**src/hdl/tdv_pkg.sv**
```systemverilog
// ----------------------------------------------------------------------------
// tdv_pkg
// Shared widths, register codes, reset values and the sequencer program
// of the tom drum voice.
// ----------------------------------------------------------------------------
`default_nettype none

package tdv_pkg;

  localparam int FRAC_BITS_DEF = 24;
  localparam int WORD_W        = 32;
  localparam int VEL_W         = 17;
  localparam int SAMPLE_W      = 16;
  localparam int FREQ_W        = 26;
  localparam int DAMP_W        = 25;
  localparam int DECAY_W       = 25;
  localparam int CFG_DATA_W    = 26;
  localparam int CFG_IDX_W     = 2;
  localparam int STEP_W        = 3;

  localparam logic [VEL_W-1:0] VEL_ONE = 17'd65536;

  localparam logic [CFG_IDX_W-1:0] REG_FREQ  = 2'd0;
  localparam logic [CFG_IDX_W-1:0] REG_DAMP  = 2'd1;
  localparam logic [CFG_IDX_W-1:0] REG_DECAY = 2'd2;

  localparam logic [FREQ_W-1:0]  FREQ_RESET  = 26'd382446;
  localparam logic [DAMP_W-1:0]  DAMP_RESET  = 25'd1677722;
  localparam logic [DECAY_W-1:0] DECAY_RESET = 25'd16776201;

  // Operand A sources.
  localparam logic [1:0] A_FREQ = 2'd0;
  localparam logic [1:0] A_DAMP = 2'd1;
  localparam logic [1:0] A_BAND = 2'd2;
  localparam logic [1:0] A_ENV  = 2'd3;

  // Operand B sources.
  localparam logic [1:0] B_BAND  = 2'd0;
  localparam logic [1:0] B_HIGH  = 2'd1;
  localparam logic [1:0] B_ENV   = 2'd2;
  localparam logic [1:0] B_DECAY = 2'd3;

  // Writeback targets for the product of the previous step.
  localparam logic [2:0] WB_NONE = 3'd0;
  localparam logic [2:0] WB_LOW  = 3'd1;
  localparam logic [2:0] WB_HIGH = 3'd2;
  localparam logic [2:0] WB_BAND = 3'd3;
  localparam logic [2:0] WB_OUT  = 3'd4;
  localparam logic [2:0] WB_ENV  = 3'd5;

  // Step sequencing.
  localparam logic [1:0] J_NEXT    = 2'd0;
  localparam logic [1:0] J_WAIT    = 2'd1;
  localparam logic [1:0] J_OUTFREE = 2'd2;
  localparam logic [1:0] J_HOME    = 2'd3;

  typedef struct packed {
    logic [1:0] a_sel;
    logic [1:0] b_sel;
    logic [2:0] wb;
    logic [1:0] jmp;
  } ctrl_t;

  // One control word per step. A step loads the product register with
  // A*B when it advances and retires the product loaded by the step before.
  function automatic ctrl_t prog_word(input logic [STEP_W-1:0] step);
    ctrl_t w;
    case (step)
      3'd0:    w = '{a_sel: A_FREQ, b_sel: B_BAND,  wb: WB_NONE, jmp: J_WAIT};
      3'd1:    w = '{a_sel: A_DAMP, b_sel: B_BAND,  wb: WB_LOW,  jmp: J_NEXT};
      3'd2:    w = '{a_sel: A_FREQ, b_sel: B_BAND,  wb: WB_HIGH, jmp: J_NEXT};
      3'd3:    w = '{a_sel: A_FREQ, b_sel: B_HIGH,  wb: WB_NONE, jmp: J_NEXT};
      3'd4:    w = '{a_sel: A_FREQ, b_sel: B_BAND,  wb: WB_BAND, jmp: J_NEXT};
      3'd5:    w = '{a_sel: A_BAND, b_sel: B_ENV,   wb: WB_NONE, jmp: J_NEXT};
      3'd6:    w = '{a_sel: A_ENV,  b_sel: B_DECAY, wb: WB_OUT,  jmp: J_OUTFREE};
      3'd7:    w = '{a_sel: A_FREQ, b_sel: B_BAND,  wb: WB_ENV,  jmp: J_HOME};
      default: w = '{a_sel: A_FREQ, b_sel: B_BAND,  wb: WB_NONE, jmp: J_HOME};
    endcase
    return w;
  endfunction

endpackage

`default_nettype wire

```
**src/hdl/tdv_in_if.sv**
```systemverilog
// ----------------------------------------------------------------------------
// tdv_in_if
// Tick channel: one beat per sample, with the strike flag and velocity.
// ----------------------------------------------------------------------------
`default_nettype none

interface tdv_in_if;
  import tdv_pkg::*;

  logic             valid;
  logic             ready;
  logic             strike;
  logic [VEL_W-1:0] velocity;

  modport source (output valid, output strike, output velocity, input ready);
  modport sink   (input valid, input strike, input velocity, output ready);
endinterface

`default_nettype wire

```
**src/hdl/tdv_out_if.sv**
```systemverilog
// ----------------------------------------------------------------------------
// tdv_out_if
// Sample channel: one signed audio sample per beat.
// ----------------------------------------------------------------------------
`default_nettype none

interface tdv_out_if;
  import tdv_pkg::*;

  logic                       valid;
  logic                       ready;
  logic signed [SAMPLE_W-1:0] sample;

  modport source (output valid, output sample, input ready);
  modport sink   (input valid, input sample, output ready);
endinterface

`default_nettype wire

```
**src/hdl/tdv_cfg_if.sv**
```systemverilog
// ----------------------------------------------------------------------------
// tdv_cfg_if
// Register write channel: register index and write data per beat.
// ----------------------------------------------------------------------------
`default_nettype none

interface tdv_cfg_if;
  import tdv_pkg::*;

  logic                  valid;
  logic                  ready;
  logic [CFG_IDX_W-1:0]  index;
  logic [CFG_DATA_W-1:0] data;

  modport source (output valid, output index, output data, input ready);
  modport sink   (input valid, input index, input data, output ready);
endinterface

`default_nettype wire

```
**src/hdl/tdv_mul.sv**
```systemverilog
// ----------------------------------------------------------------------------
// tdv_mul
// Shared signed fixed-point multiplier with a registered full product.
// ----------------------------------------------------------------------------
`default_nettype none

module tdv_mul #(
  parameter int FRAC_BITS = tdv_pkg::FRAC_BITS_DEF
) (
  input  wire                               clk,
  input  wire                               load,
  input  wire  signed [tdv_pkg::WORD_W-1:0] a,
  input  wire  signed [tdv_pkg::WORD_W-1:0] b,
  output logic        [tdv_pkg::WORD_W-1:0] q
);
  import tdv_pkg::*;

  logic signed [2*WORD_W-1:0] prod_r;

  always_ff @(posedge clk) begin
    if (load) begin
      prod_r <= $signed({{WORD_W{a[WORD_W-1]}}, a}) *
                $signed({{WORD_W{b[WORD_W-1]}}, b});
    end
  end

  // Arithmetic shift by the fraction width, keeping the low word.
  assign q = prod_r[FRAC_BITS +: WORD_W];

endmodule

`default_nettype wire

```
**src/hdl/tom_drum_svf_voice_unit.sv**
```systemverilog
// ----------------------------------------------------------------------------
// tom_drum_svf_voice_unit
// Drum voice: state-variable filter struck by an impulse, shaped by a
// decaying envelope, one 16-bit sample per tick.
// ----------------------------------------------------------------------------
//
//   Channel   Modport  Payload              Role
//   in_bus    sink     strike, velocity     one beat per sample tick
//   out_bus   source   sample               one beat per accepted tick
//   cfg_bus   sink     index, data          coefficient writes, always ready
//
// For each tick a microcoded sequencer walks an 8-step program
// that drives five products through one shared 32x32 multiplier, and every
// product passes the multiplier's output register before it is retired.
// The tick channel is ready only on the program's first step. A finished
// sample sits in the output register, so the next tick is taken while it
// waits; the program stalls on its output step only if that register is
// still full. Reset is synchronous: it clears the filter, the envelope, the
// sequencer and the output valid, and restores the coefficient defaults.
// ----------------------------------------------------------------------------
`default_nettype none

module tom_drum_svf_voice_unit #(
  parameter int FRAC_BITS = tdv_pkg::FRAC_BITS_DEF
) (
  input  wire       clk,
  input  wire       rst_n,
  tdv_in_if.sink    in_bus,
  tdv_out_if.source out_bus,
  tdv_cfg_if.sink   cfg_bus
);
  import tdv_pkg::*;

  // Impulse is velocity (Q16) times four in the internal fraction width.
  localparam int IMP_SHIFT = FRAC_BITS - 14;
  // The filter output is scaled down to 16-bit audio by this shift.
  localparam int OUT_SHIFT = FRAC_BITS - 14;
  localparam logic [WORD_W-1:0] ENV_ONE = WORD_W'(1) << FRAC_BITS;
  localparam logic signed [WORD_W-1:0] SAT_HI = 32'sd32767;
  localparam logic signed [WORD_W-1:0] SAT_LO = -32'sd32768;

  // Coefficient registers.
  logic [FREQ_W-1:0]  freq_r;
  logic [DAMP_W-1:0]  damp_r;
  logic [DECAY_W-1:0] decay_r;

  // Voice state and scratch values.
  logic [WORD_W-1:0] low_r, band_r, env_r, high_r, imp_r;
  logic [WORD_W-1:0] low_nxt, band_nxt, env_nxt, high_nxt, imp_nxt;

  logic [STEP_W-1:0] step_r, step_nxt;

  logic                       out_valid_r, out_valid_nxt;
  logic signed [SAMPLE_W-1:0] sample_r, sample_nxt;

  ctrl_t             cw;
  logic              go;
  logic              in_fire;
  logic              out_free;
  logic [WORD_W-1:0] op_a, op_b, prod;
  logic [VEL_W-1:0]  vel_clamped;
  logic signed [WORD_W-1:0] scaled;

  assign cw       = prog_word(step_r);
  assign in_fire  = in_bus.valid && (step_r == '0);
  assign out_free = !out_valid_r || out_bus.ready;

  assign in_bus.ready   = (step_r == '0);
  assign out_bus.valid  = out_valid_r;
  assign out_bus.sample = sample_r;
  assign cfg_bus.ready  = 1'b1;

  // The waiting steps advance only on their condition; the others always do.
  always_comb begin
    case (cw.jmp)
      J_WAIT:    go = in_fire;
      J_OUTFREE: go = out_free;
      J_NEXT:    go = 1'b1;
      J_HOME:    go = 1'b1;
      default:   go = 1'b1;
    endcase
    if (!go) begin
      step_nxt = step_r;
    end else if (cw.jmp == J_HOME) begin
      step_nxt = '0;
    end else begin
      step_nxt = step_r + STEP_W'(1);
    end
  end

  // Coefficients are zero-extended, so they never enter as negative values.
  always_comb begin
    case (cw.a_sel)
      A_FREQ:  op_a = {{(WORD_W-FREQ_W){1'b0}}, freq_r};
      A_DAMP:  op_a = {{(WORD_W-DAMP_W){1'b0}}, damp_r};
      A_BAND:  op_a = band_r;
      A_ENV:   op_a = env_r;
      default: op_a = band_r;
    endcase
    case (cw.b_sel)
      B_BAND:  op_b = band_r;
      B_HIGH:  op_b = high_r;
      B_ENV:   op_b = env_r;
      B_DECAY: op_b = {{(WORD_W-DECAY_W){1'b0}}, decay_r};
      default: op_b = band_r;
    endcase
  end

  // The product register only moves when the program advances, so a stall
  // on the output step keeps the band times envelope product intact.
  tdv_mul #(
    .FRAC_BITS (FRAC_BITS)
  ) u_mul (
    .clk  (clk),
    .load (go),
    .a    ($signed(op_a)),
    .b    ($signed(op_b)),
    .q    (prod)
  );

  assign vel_clamped = (in_bus.velocity > VEL_ONE) ? VEL_ONE : in_bus.velocity;
  assign scaled      = $signed(prod) >>> OUT_SHIFT;

  always_comb begin
    low_nxt       = low_r;
    band_nxt      = band_r;
    env_nxt       = env_r;
    high_nxt      = high_r;
    imp_nxt       = imp_r;
    sample_nxt    = sample_r;
    out_valid_nxt = out_valid_r && !out_bus.ready;

    // A strike is applied as the tick is taken: the envelope restarts at
    // one and the impulse drives the filter for this tick only.
    if (in_fire) begin
      if (in_bus.strike) begin
        imp_nxt = {{(WORD_W-VEL_W){1'b0}}, vel_clamped} << IMP_SHIFT;
        env_nxt = ENV_ONE;
      end else begin
        imp_nxt = '0;
      end
    end

    if (go) begin
      case (cw.wb)
        WB_LOW:  low_nxt  = low_r + prod;
        WB_HIGH: high_nxt = imp_r - low_r - prod;
        WB_BAND: band_nxt = band_r + prod;
        WB_OUT: begin
          if (scaled > SAT_HI) begin
            sample_nxt = SAT_HI[SAMPLE_W-1:0];
          end else if (scaled < SAT_LO) begin
            sample_nxt = SAT_LO[SAMPLE_W-1:0];
          end else begin
            sample_nxt = scaled[SAMPLE_W-1:0];
          end
          out_valid_nxt = 1'b1;
        end
        WB_ENV:  env_nxt  = prod;
        WB_NONE: ;
        default: ;
      endcase
    end
  end

  always_ff @(posedge clk) begin
    if (!rst_n) begin
      freq_r      <= FREQ_RESET;
      damp_r      <= DAMP_RESET;
      decay_r     <= DECAY_RESET;
      low_r       <= '0;
      band_r      <= '0;
      env_r       <= '0;
      step_r      <= '0;
      out_valid_r <= 1'b0;
    end else begin
      if (cfg_bus.valid) begin
        case (cfg_bus.index)
          REG_FREQ:  freq_r  <= cfg_bus.data[FREQ_W-1:0];
          REG_DAMP:  damp_r  <= cfg_bus.data[DAMP_W-1:0];
          REG_DECAY: decay_r <= cfg_bus.data[DECAY_W-1:0];
          default:   ;
        endcase
      end
      low_r       <= low_nxt;
      band_r      <= band_nxt;
      env_r       <= env_nxt;
      step_r      <= step_nxt;
      out_valid_r <= out_valid_nxt;
    end
  end

  always_ff @(posedge clk) begin
    high_r   <= high_nxt;
    imp_r    <= imp_nxt;
    sample_r <= sample_nxt;
  end

endmodule

`default_nettype wire

```
**src/flat_wrapper.sv**
```systemverilog
// flat-port wrapper written by rule: the top's interface ports become plain ports
module tom_drum_svf_voice_unit_flat import tdv_pkg::*;
#(
  parameter int FRAC_BITS = tdv_pkg::FRAC_BITS_DEF
)
  (clk, rst_n, in_bus_valid, in_bus_strike, in_bus_velocity, in_bus_ready, out_bus_valid, out_bus_sample, out_bus_ready, cfg_bus_valid, cfg_bus_index, cfg_bus_data, cfg_bus_ready);
  tdv_in_if in_bus_i ();
  tdv_out_if out_bus_i ();
  tdv_cfg_if cfg_bus_i ();
  input  wire clk;
  input  wire rst_n;
  input wire logic [$bits(in_bus_i.valid)-1:0] in_bus_valid;
  input wire logic [$bits(in_bus_i.strike)-1:0] in_bus_strike;
  input wire logic [$bits(in_bus_i.velocity)-1:0] in_bus_velocity;
  output wire logic [$bits(in_bus_i.ready)-1:0] in_bus_ready;
  output wire logic [$bits(out_bus_i.valid)-1:0] out_bus_valid;
  output wire logic [$bits(out_bus_i.sample)-1:0] out_bus_sample;
  input wire logic [$bits(out_bus_i.ready)-1:0] out_bus_ready;
  input wire logic [$bits(cfg_bus_i.valid)-1:0] cfg_bus_valid;
  input wire logic [$bits(cfg_bus_i.index)-1:0] cfg_bus_index;
  input wire logic [$bits(cfg_bus_i.data)-1:0] cfg_bus_data;
  output wire logic [$bits(cfg_bus_i.ready)-1:0] cfg_bus_ready;
  assign in_bus_i.valid = in_bus_valid;
  assign in_bus_i.strike = in_bus_strike;
  assign in_bus_i.velocity = in_bus_velocity;
  assign in_bus_ready = in_bus_i.ready;
  assign out_bus_valid = out_bus_i.valid;
  assign out_bus_sample = out_bus_i.sample;
  assign out_bus_i.ready = out_bus_ready;
  assign cfg_bus_i.valid = cfg_bus_valid;
  assign cfg_bus_i.index = cfg_bus_index;
  assign cfg_bus_i.data = cfg_bus_data;
  assign cfg_bus_ready = cfg_bus_i.ready;
  tom_drum_svf_voice_unit #(.FRAC_BITS(FRAC_BITS)) u_core (.clk(clk), .rst_n(rst_n), .in_bus(in_bus_i), .out_bus(out_bus_i), .cfg_bus(cfg_bus_i));
endmodule
```
**config.mk**
```make
export PLATFORM = sky130hd
export DESIGN_NAME = tom_drum_svf_voice_unit_flat
export DESIGN_NICKNAME = d
export VERILOG_FILES = /design/src/hdl/tdv_pkg.sv /design/src/hdl/tdv_in_if.sv /design/src/hdl/tdv_out_if.sv /design/src/hdl/tdv_cfg_if.sv /design/src/hdl/tdv_mul.sv /design/src/hdl/tom_drum_svf_voice_unit.sv /design/src/flat_wrapper.sv
export SDC_FILE = /design/constraint.sdc
export NUM_CORES = 2
export LEC_CHECK = 0
export BUFFER_PORTS_ARGS = -buffer_cell sky130_fd_sc_hd__buf_2
export CAP_MARGIN = 25
export CORE_MARGIN = 1.5
export CORE_UTILIZATION = 35
export CTS_CLUSTER_DIAMETER = 150
export CTS_CLUSTER_SIZE = 10
export DETAILED_ROUTE_END_ITERATION = 6
export HOLD_SLACK_MARGIN = 0.12
export MAX_ROUTING_LAYER = met4
export PLACE_DENSITY_LB_ADDON = 0.25
export RECOVER_POWER = 25
export SYNTH_ARGS = -nofsm -noshare
export SYNTH_HDL_FRONTEND = slang
export SYNTH_SLANG_ARGS = --single-unit
```
**constraint.sdc**
```tcl
create_clock -name clk -period 14.7 [get_ports clk]
set_clock_uncertainty 0.15 [all_clocks]
set_input_delay 0 -clock clk [delete_from_list [all_inputs] [get_ports clk]]
set_output_delay 0 -clock clk [all_outputs]
set_load 0.01 [all_outputs]
```
**Word-level counts from Yosys, hierarchy flattened**

Memories as Yosys holds them, arrays and structs flattened. A register that Yosys moved wholly into a read port is not among the register bits.
Cells that the tools add are included.

- Muxes and demuxes: 14
- Add/sub/neg operators: 5
- Reduce and logical (&&, ||, !) cells: 19
- Order comparisons: 3
- Eq/ne operators: 16
- Multipliers: 1
- Bitwise gates (word level): 1

Operators with widths:

| cell | count |
|---|---|
| one-hot mux 32 bit (4 select lines) | 2 |
| 2-to-1 mux 32 bit | 4 |
| adder 32 bit | 2 |
| subtractor 32 bit | 2 |
| multiplier 32 x 32 -> 56 bit | 1 |
| > comparator 22 x 16 -> 1 bit, second input constant | 1 |
| less-than comparator 22 x 16 -> 1 bit, second input constant | 1 |
| > comparator 17 bit, second input constant | 1 |
| 2-to-1 mux 17 bit | 1 |
| 2-to-1 mux 16 bit | 1 |
| equality test 2 bit, second input constant | 7 |
| AND reduction 2 bit | 7 |
| 2-to-1 mux 3 bit | 3 |
| equality test 2 x 1 -> 1 bit, second input constant | 4 |
| logical NOT 2 bit | 4 |
| equality test 3 x 2 -> 1 bit, second input constant | 2 |
| equality test 3 bit, second input constant | 2 |
| OR reduction 2 bit | 2 |
| adder 3 x 1 -> 3 bit, second input constant | 1 |
| equality test 3 x 1 -> 1 bit, second input constant | 1 |
| logical NOT 3 bit | 1 |
| one-hot mux 1 bit (3 select lines) | 1 |
| logical AND 1 bit | 2 |
| logical NOT 1 bit | 2 |
| other kinds (3) | 4 |

- Memories: 1
- Bits of input ports: 51
- Register bits: 312
- Bits in read-only memories: 72

Memory list:

| name | words | bits a word | rd ports | clocked after memory_dff | wr ports | RTL line | RTL |
|---|---|---|---|---|---|---|---|
| (name not given) | 8 | 9 | 1 | 1 | 0 | tdv_pkg.sv:68 | `case (step)` |

**Longest topological paths before layout**

- Depth after elaboration: 5
- Gate-level depth with buffers: 37
- Depth with buffers taken out: 31

**Modules after synthesis**

From an unflattened synthesis, not the netlist that was laid out.

- Cells, all modules: 5,299
- Area total of the unflattened synthesis: 49,457.4 µm²

By module, submodules not included:

| module | cells an instance | seq. area each (µm²) | area each (µm²) | times used |
|---|---|---|---|---|
| tdv_mul | 3,569 | 960.9 | 33,799.9 | 1 |
| tom_drum_svf_voice_unit | 1,730 | 5,615.4 | 15,657.5 | 1 |

**Worst setup path before layout**

Ideal clock, no wire load.

- Path kind: register to register
- From: register, netlist name u_core.cw[7]
- To: register u_core.u_mul.prod_r[48], data pin
- Required time: 14,292 ps
- Slack: 5,167 ps
- Data arrival time: 9,125 ps
- Cell stages (with the launch flop): 36
- Path buffers: 6
- Clock period less this slack: 9,533 ps
- Cells stage by stage: dfxtp_1 -> buf_2 -> buf_1 -> clkbuf_1 -> clkbuf_1 -> buf_2 -> mux2i_1 -> nand2_1 -> o21ai_1 -> clkbuf_1 -> nor2_1 -> fa_1 -> fa_1 -> fa_1 -> inv_1 -> fa_1 -> inv_1 -> fa_1 -> inv_1 -> fa_1 -> inv_1 -> fa_1 -> fa_1 -> ha_1 -> a21oi_1 -> o21ai_0 -> or3b_2 -> nor3_1 -> o31ai_2 -> a21oi_1 -> o21ai_0 -> or2_2 -> a31oi_1 -> nor2b_1 -> nor2_1 -> xnor2_1

- Word-level cells in the longest chain between the ends: 3
- Elaborated cells between the ends (all ways): 6
- Classes of those cells: 1 x mul; 3 x eq/ne; 1 x mux; 1 x reduce/logical

Ends and longest elaborated chain:

| item | RTL line | RTL |
|---|---|---|
| equality test 2 bit (tied with other cells) | tom_drum_svf_voice_unit.sv:93 | `case (cw.a_sel)` |
| one-hot mux 32 bit (4 select lines) * | tom_drum_svf_voice_unit.sv:93 |  |
| multiplier 32 x 32 -> 56 bit * | tdv_mul.sv:22 | `prod_r <= $signed({{WORD_W{a[WORD_W-1]}}, a}) *` |
| end signal: assignment | tdv_mul.sv:22 |  |
| end: declaration | tdv_mul.sv:18 | `logic signed [2*WORD_W-1:0] prod_r;` |

Every way passes the cells marked *; elsewhere a longest branch is shown, timed or not.
A chain may end at the register's enable or synchronous reset.

**Worst setup path in the final report**

- From: register, netlist name u_core.cw[7]
- To: register u_core.u_mul.prod_r[48], data pin

- Word-level cells in the longest chain between the ends: 3
- Elaborated cells between the ends (all ways): 6
- Classes of those cells: 1 x mul; 3 x eq/ne; 1 x mux; 1 x reduce/logical

Ends and longest elaborated chain:

| item | RTL line |
|---|---|
| equality test 2 bit (tied with other cells) | tom_drum_svf_voice_unit.sv:93 |
| one-hot mux 32 bit (4 select lines) * | tom_drum_svf_voice_unit.sv:93 |
| multiplier 32 x 32 -> 56 bit * | tdv_mul.sv:22 |

Marked as above.

==> run_results.csv <==
group,metric,value,unit
drt,ratio_of_routed_vias_to_standard_cells,5.12,
place,finalWeightedCongestion,0.941,
drt,drt-initial-drc-count,2640,
place,dp_hpwl,124000,µm
pwr,pwr_density_cell,83.4,nW/µm²
drt,drc,0,
hold_path,hold_class,"in -> reg",
sta,setup_total_negative_slack,0,ps
synthesis,postSynthRegisterBits,280,
synthesis,netlist_instances,5289,
clock_network,cts_post_setup_buffers_inserted,0,
pwr,netSwitchingFraction,46.9,%
layout,layout.nets,6731,
drt,vias,36800,
layout,layout-drive-gt1-share,5.53,%
synthesis,synthesis.area,47900,µm²
pwr,power.clock.fraction,16.2,%
pwr,power.combinational.fraction,57.5,%
clock_network,clk_root_buffer_cell,"sky130_fd_sc_hd__clkbuf_16",
place,io_buffers,68,
critical_path,end_kind,"flop",
sta,max-slew-margin-rel,-129,%
global_routing,grt_overflow,0,
layout,syn2layout_area_growth,9.73,%
clock_network,cts_num_sinks,280,
place,placed_cell_area,50500,µm²
layout,postLayoutCellArea,52500,µm²
floorplan,die_area,139000,µm²
clock_network,cts_max_level,1,
drt,route.antenna.remaining_nets,0,
floorplan,core_area,136000,µm²
pwr,pint,2.33,mW
clock_network,cts_buffers,31,
floorplan,die_y,373,µm
critical_path,critical_path_top_delay_cell,"sky130_fd_sc_hd__dfxtp_2",
critical_path,start_kind,"flop",
layout,leading_cell_type_in_the_layout_fill_and_taps_excluded,"sky130_fd_sc_hd__fa_1",
global_routing,grt_pass1_vias,38900,
drt,totalWireLength,161000,µm
outcome,outcome,"complete, but fails checks",
outcome,failed_checks,"capacitance limit, slew limit",
sta,tightest_slew,3430,ps
critical_path,cp.required,14880,ps
critical_path,slowest_stage_delay_cp,770,ps
flow_run,maxCapViolCount,2,
clock_network,cts-hold-fix-buffers,119,
sta,final.min_clock_period,10800,ps
floorplan,initial_core_util,35.3,%
sta,rsz_0062_raised_after_global_routing,"no",
clock_network,clk_path_buf_depth,3,
sta,period_share,73.5,%
global_routing,grt_antenna_before_repair,4,
global_routing,wire_length_of_the_first_global_routing_pass,247000,µm
synthesis,ys_async_sr_fraction,0,%
critical_path,crit_type,"reg -> reg",
critical_path,cpMostUsedCell,"sky130_fd_sc_hd__fa_1",
global_routing,global_router_s_overall_resource_usage,24.2,%
synthesis,yosysUniqueCellTypes,80,
sta,setup_violations,0,
pwr,seq_power_share,26.4,%
synthesis,synth_top_flop_cell,"sky130_fd_sc_hd__dfxtp_1",
global_routing,grt_max_degree,165,
clock_network,clk_lat_worst_skew,580,ps
floorplan,core.rowCount,135,
synthesis,synth_enable_flop_cells,97,
sta,max_freq,92.6,MHz
critical_path,worst_ep_arrival_time,10980,ps
pwr,highest_ir_drop_seen_on_vdd,0.0000768,V
floorplan,boundaryPins,70,
floorplan,die_w,373,µm
clock_network,cts_tree,"yes",
critical_path,worst-path-max-fanout,37,
synthesis,syn_nets,6645,
sta,slew_viol_final,135,
drt,drt_pass1_iterations,5,
pwr,p_leak,24.3,nW
synthesis,postSynthAreaPerCell,9.05,µm²
drt,drt-wirelength-per-cell,22.4,µm
pwr,p_sw,2.05,mW
layout,most-common-layout-cells,"1,003 x sky130_fd_sc_hd__fa_1, 956 x sky130_fd_sc_hd__inv_1, 875 x sky130_fd_sc_hd__nand2_1, 559 x sky130_fd_sc_hd__nor2_1, 302 x sky130_fd_sc_hd__ha_1",
synthesis,yosys_warnings,0,
clock_network,cts_resized,0,
clock_network,clkSlewWorstSetupHoldPaths,60,ps
synthesis,synth_seq_area_share,13.7,%
sta,count_of_endpoints_failing_hold_in_the_final_timing_report,0,
[per-layer routing]
layer | track usage [%] | share of wire [%] | vias to the layer above | wire length (µm)
met4 | 7.60 | 3.8 | 0 | 6080
met5 | - | 0 | - | 0
li1 | - | - | 16300 | -
met1 | 31.3 | 42 | 19000 | 67600
met2 | 39.1 | 48 | 1214 | 76400
met3 | 3.48 | 6.5 | 236 | 10400
[cell usage after synthesis (all sizes together), types with 3 or more instances]
master      n  area (µm²)
inv       957        3590
ha        302        3780
nand2b     21         131
nand3      71         355
clkbuf    236         886
o211ai      7        57.6
nor2b      20         125
mux4        6         135
a221oi      3        26.3
fa       1003       20100
and3       22         138
nor3b       6        45.0
edfxtp     97        2910
o2111ai     4        35.0
and2       41         258
a211o       4        35.0
mux2i      55         551
a31oi      11        68.8
a21boi      6        45.1
o21ai     107         543
nand3b     10        75.1
nor2      559        2100
buf        23         108
nor3       18        90.1
o31ai       7        57.6
a211oi     16         120
a2111oi     3        45.1
dfxtp     183        3660
o21a       73         548
mux2       51         574
nor4        7        43.8
a22oi      32         240
xnor2     101         885
a21o       68         512
nand4      14        87.6
or3        11        70.1
xor2       28         245
nand2     875        3280
a21oi     179         907
or2         5        31.3
or4         6        45.0
o21bai      9        67.6
[logic make-up (layout without fill, tap and decap cells)]
kind of cell	after synthesis	count (layout)	synth area share, %
AOI/OAI and AO/OA	550	550	7.31
and+or+nand+nor	1694	1694	14.5
adders and majority gates	1305	1305	49.8
xor gates and xnor gates	129	129	2.36
buffers and inverters	1218	1322	9.61
DFF	280	280	13.7
other	1	5	0.00783
muxes	112	112	2.63
[power by group through the flow]
stage | Combinational (mW) | Sequential, mW | Clock, mW
finish | 2.52 | 1.15 | 0.710
global route | 2.79 | 1.16 | 0.751
CTS | 2.51 | 1.15 | 0.727
detailed placement | 2.47 | 1.17 | 0
global placement | 2.45 | 1.17 | 0
floorplan | 1.72 | 1.06 | 0
[worst max-delay path, delay by kind of cell (launching register included)]
| kind | cells | cell delay [ps] |
|---|---|---|
| and+or+nand+nor | 7 | 1700 |
| DFF | 1 | 770 |
| xor gates and xnor gates | 1 | 70 |
| muxes | 1 | 190 |
| buffers and inverters | 4 | 930 |
| AOI/OAI and AO/OA | 7 | 2480 |
| adders and majority gates | 9 | 4180 |
[state kept, by name (all words and copies together), names as in the netlist]
name	cells
u_core.out_bus.valid	1
u_core.step_r	3
u_core.env_r	32
u_core.band_r	32
u_core.out_bus.sample	16
u_core.freq_r	26
u_core.damp_r	25
u_core.decay_r	25
u_core.imp_r	17
u_core.low_r	32
u_core.high_r	32
u_core.u_mul.prod_r	32
u_core.cw	7
[per-stage QoR]
stage	total power, mW	worst slack, ps	hold slack [ps]	std cells	util (%)
after global routing	4.70	3400	157	7177	38.7
final	4.38	3900	171	7178	38.7
after CTS	4.39	3940	127	7170	38.7
after detailed placement	3.63	3950	98.5	7000	37.2
after floorplan	2.78	5170	-26.0	5289	-
after global placement	3.61	3810	93.8	6997	37.2
[final cells by class]
type                            count  area [µm²]
Fill cell                       13700       83100
Multi-Input combinational cell   3791       36800
Sequential cell                   280        6580
Inverter                          958        3600
Timing Repair Buffer              313        2480
Tap cell                         1781        2230
Clock buffer                       51         851
Antenna cell                        4        10.0
[worst paths after layout]
kind / start / to / slack [ps] / depth (start not counted)
setup / recovery: u_core.cw[7] / u_core.u_mul.prod_r[48] / 3900 / 29
hold / removal: in_bus_valid / u_core.imp_r[21] / 170 / 2
setup reg to reg: u_core.cw[7] / u_core.u_mul.prod_r[48] / 3900 / 29
hold reg to reg: u_core.damp_r[9] / u_core.damp_r[9] / 310 / 2
No activity file was read; power rests on OpenSTA's default activity.
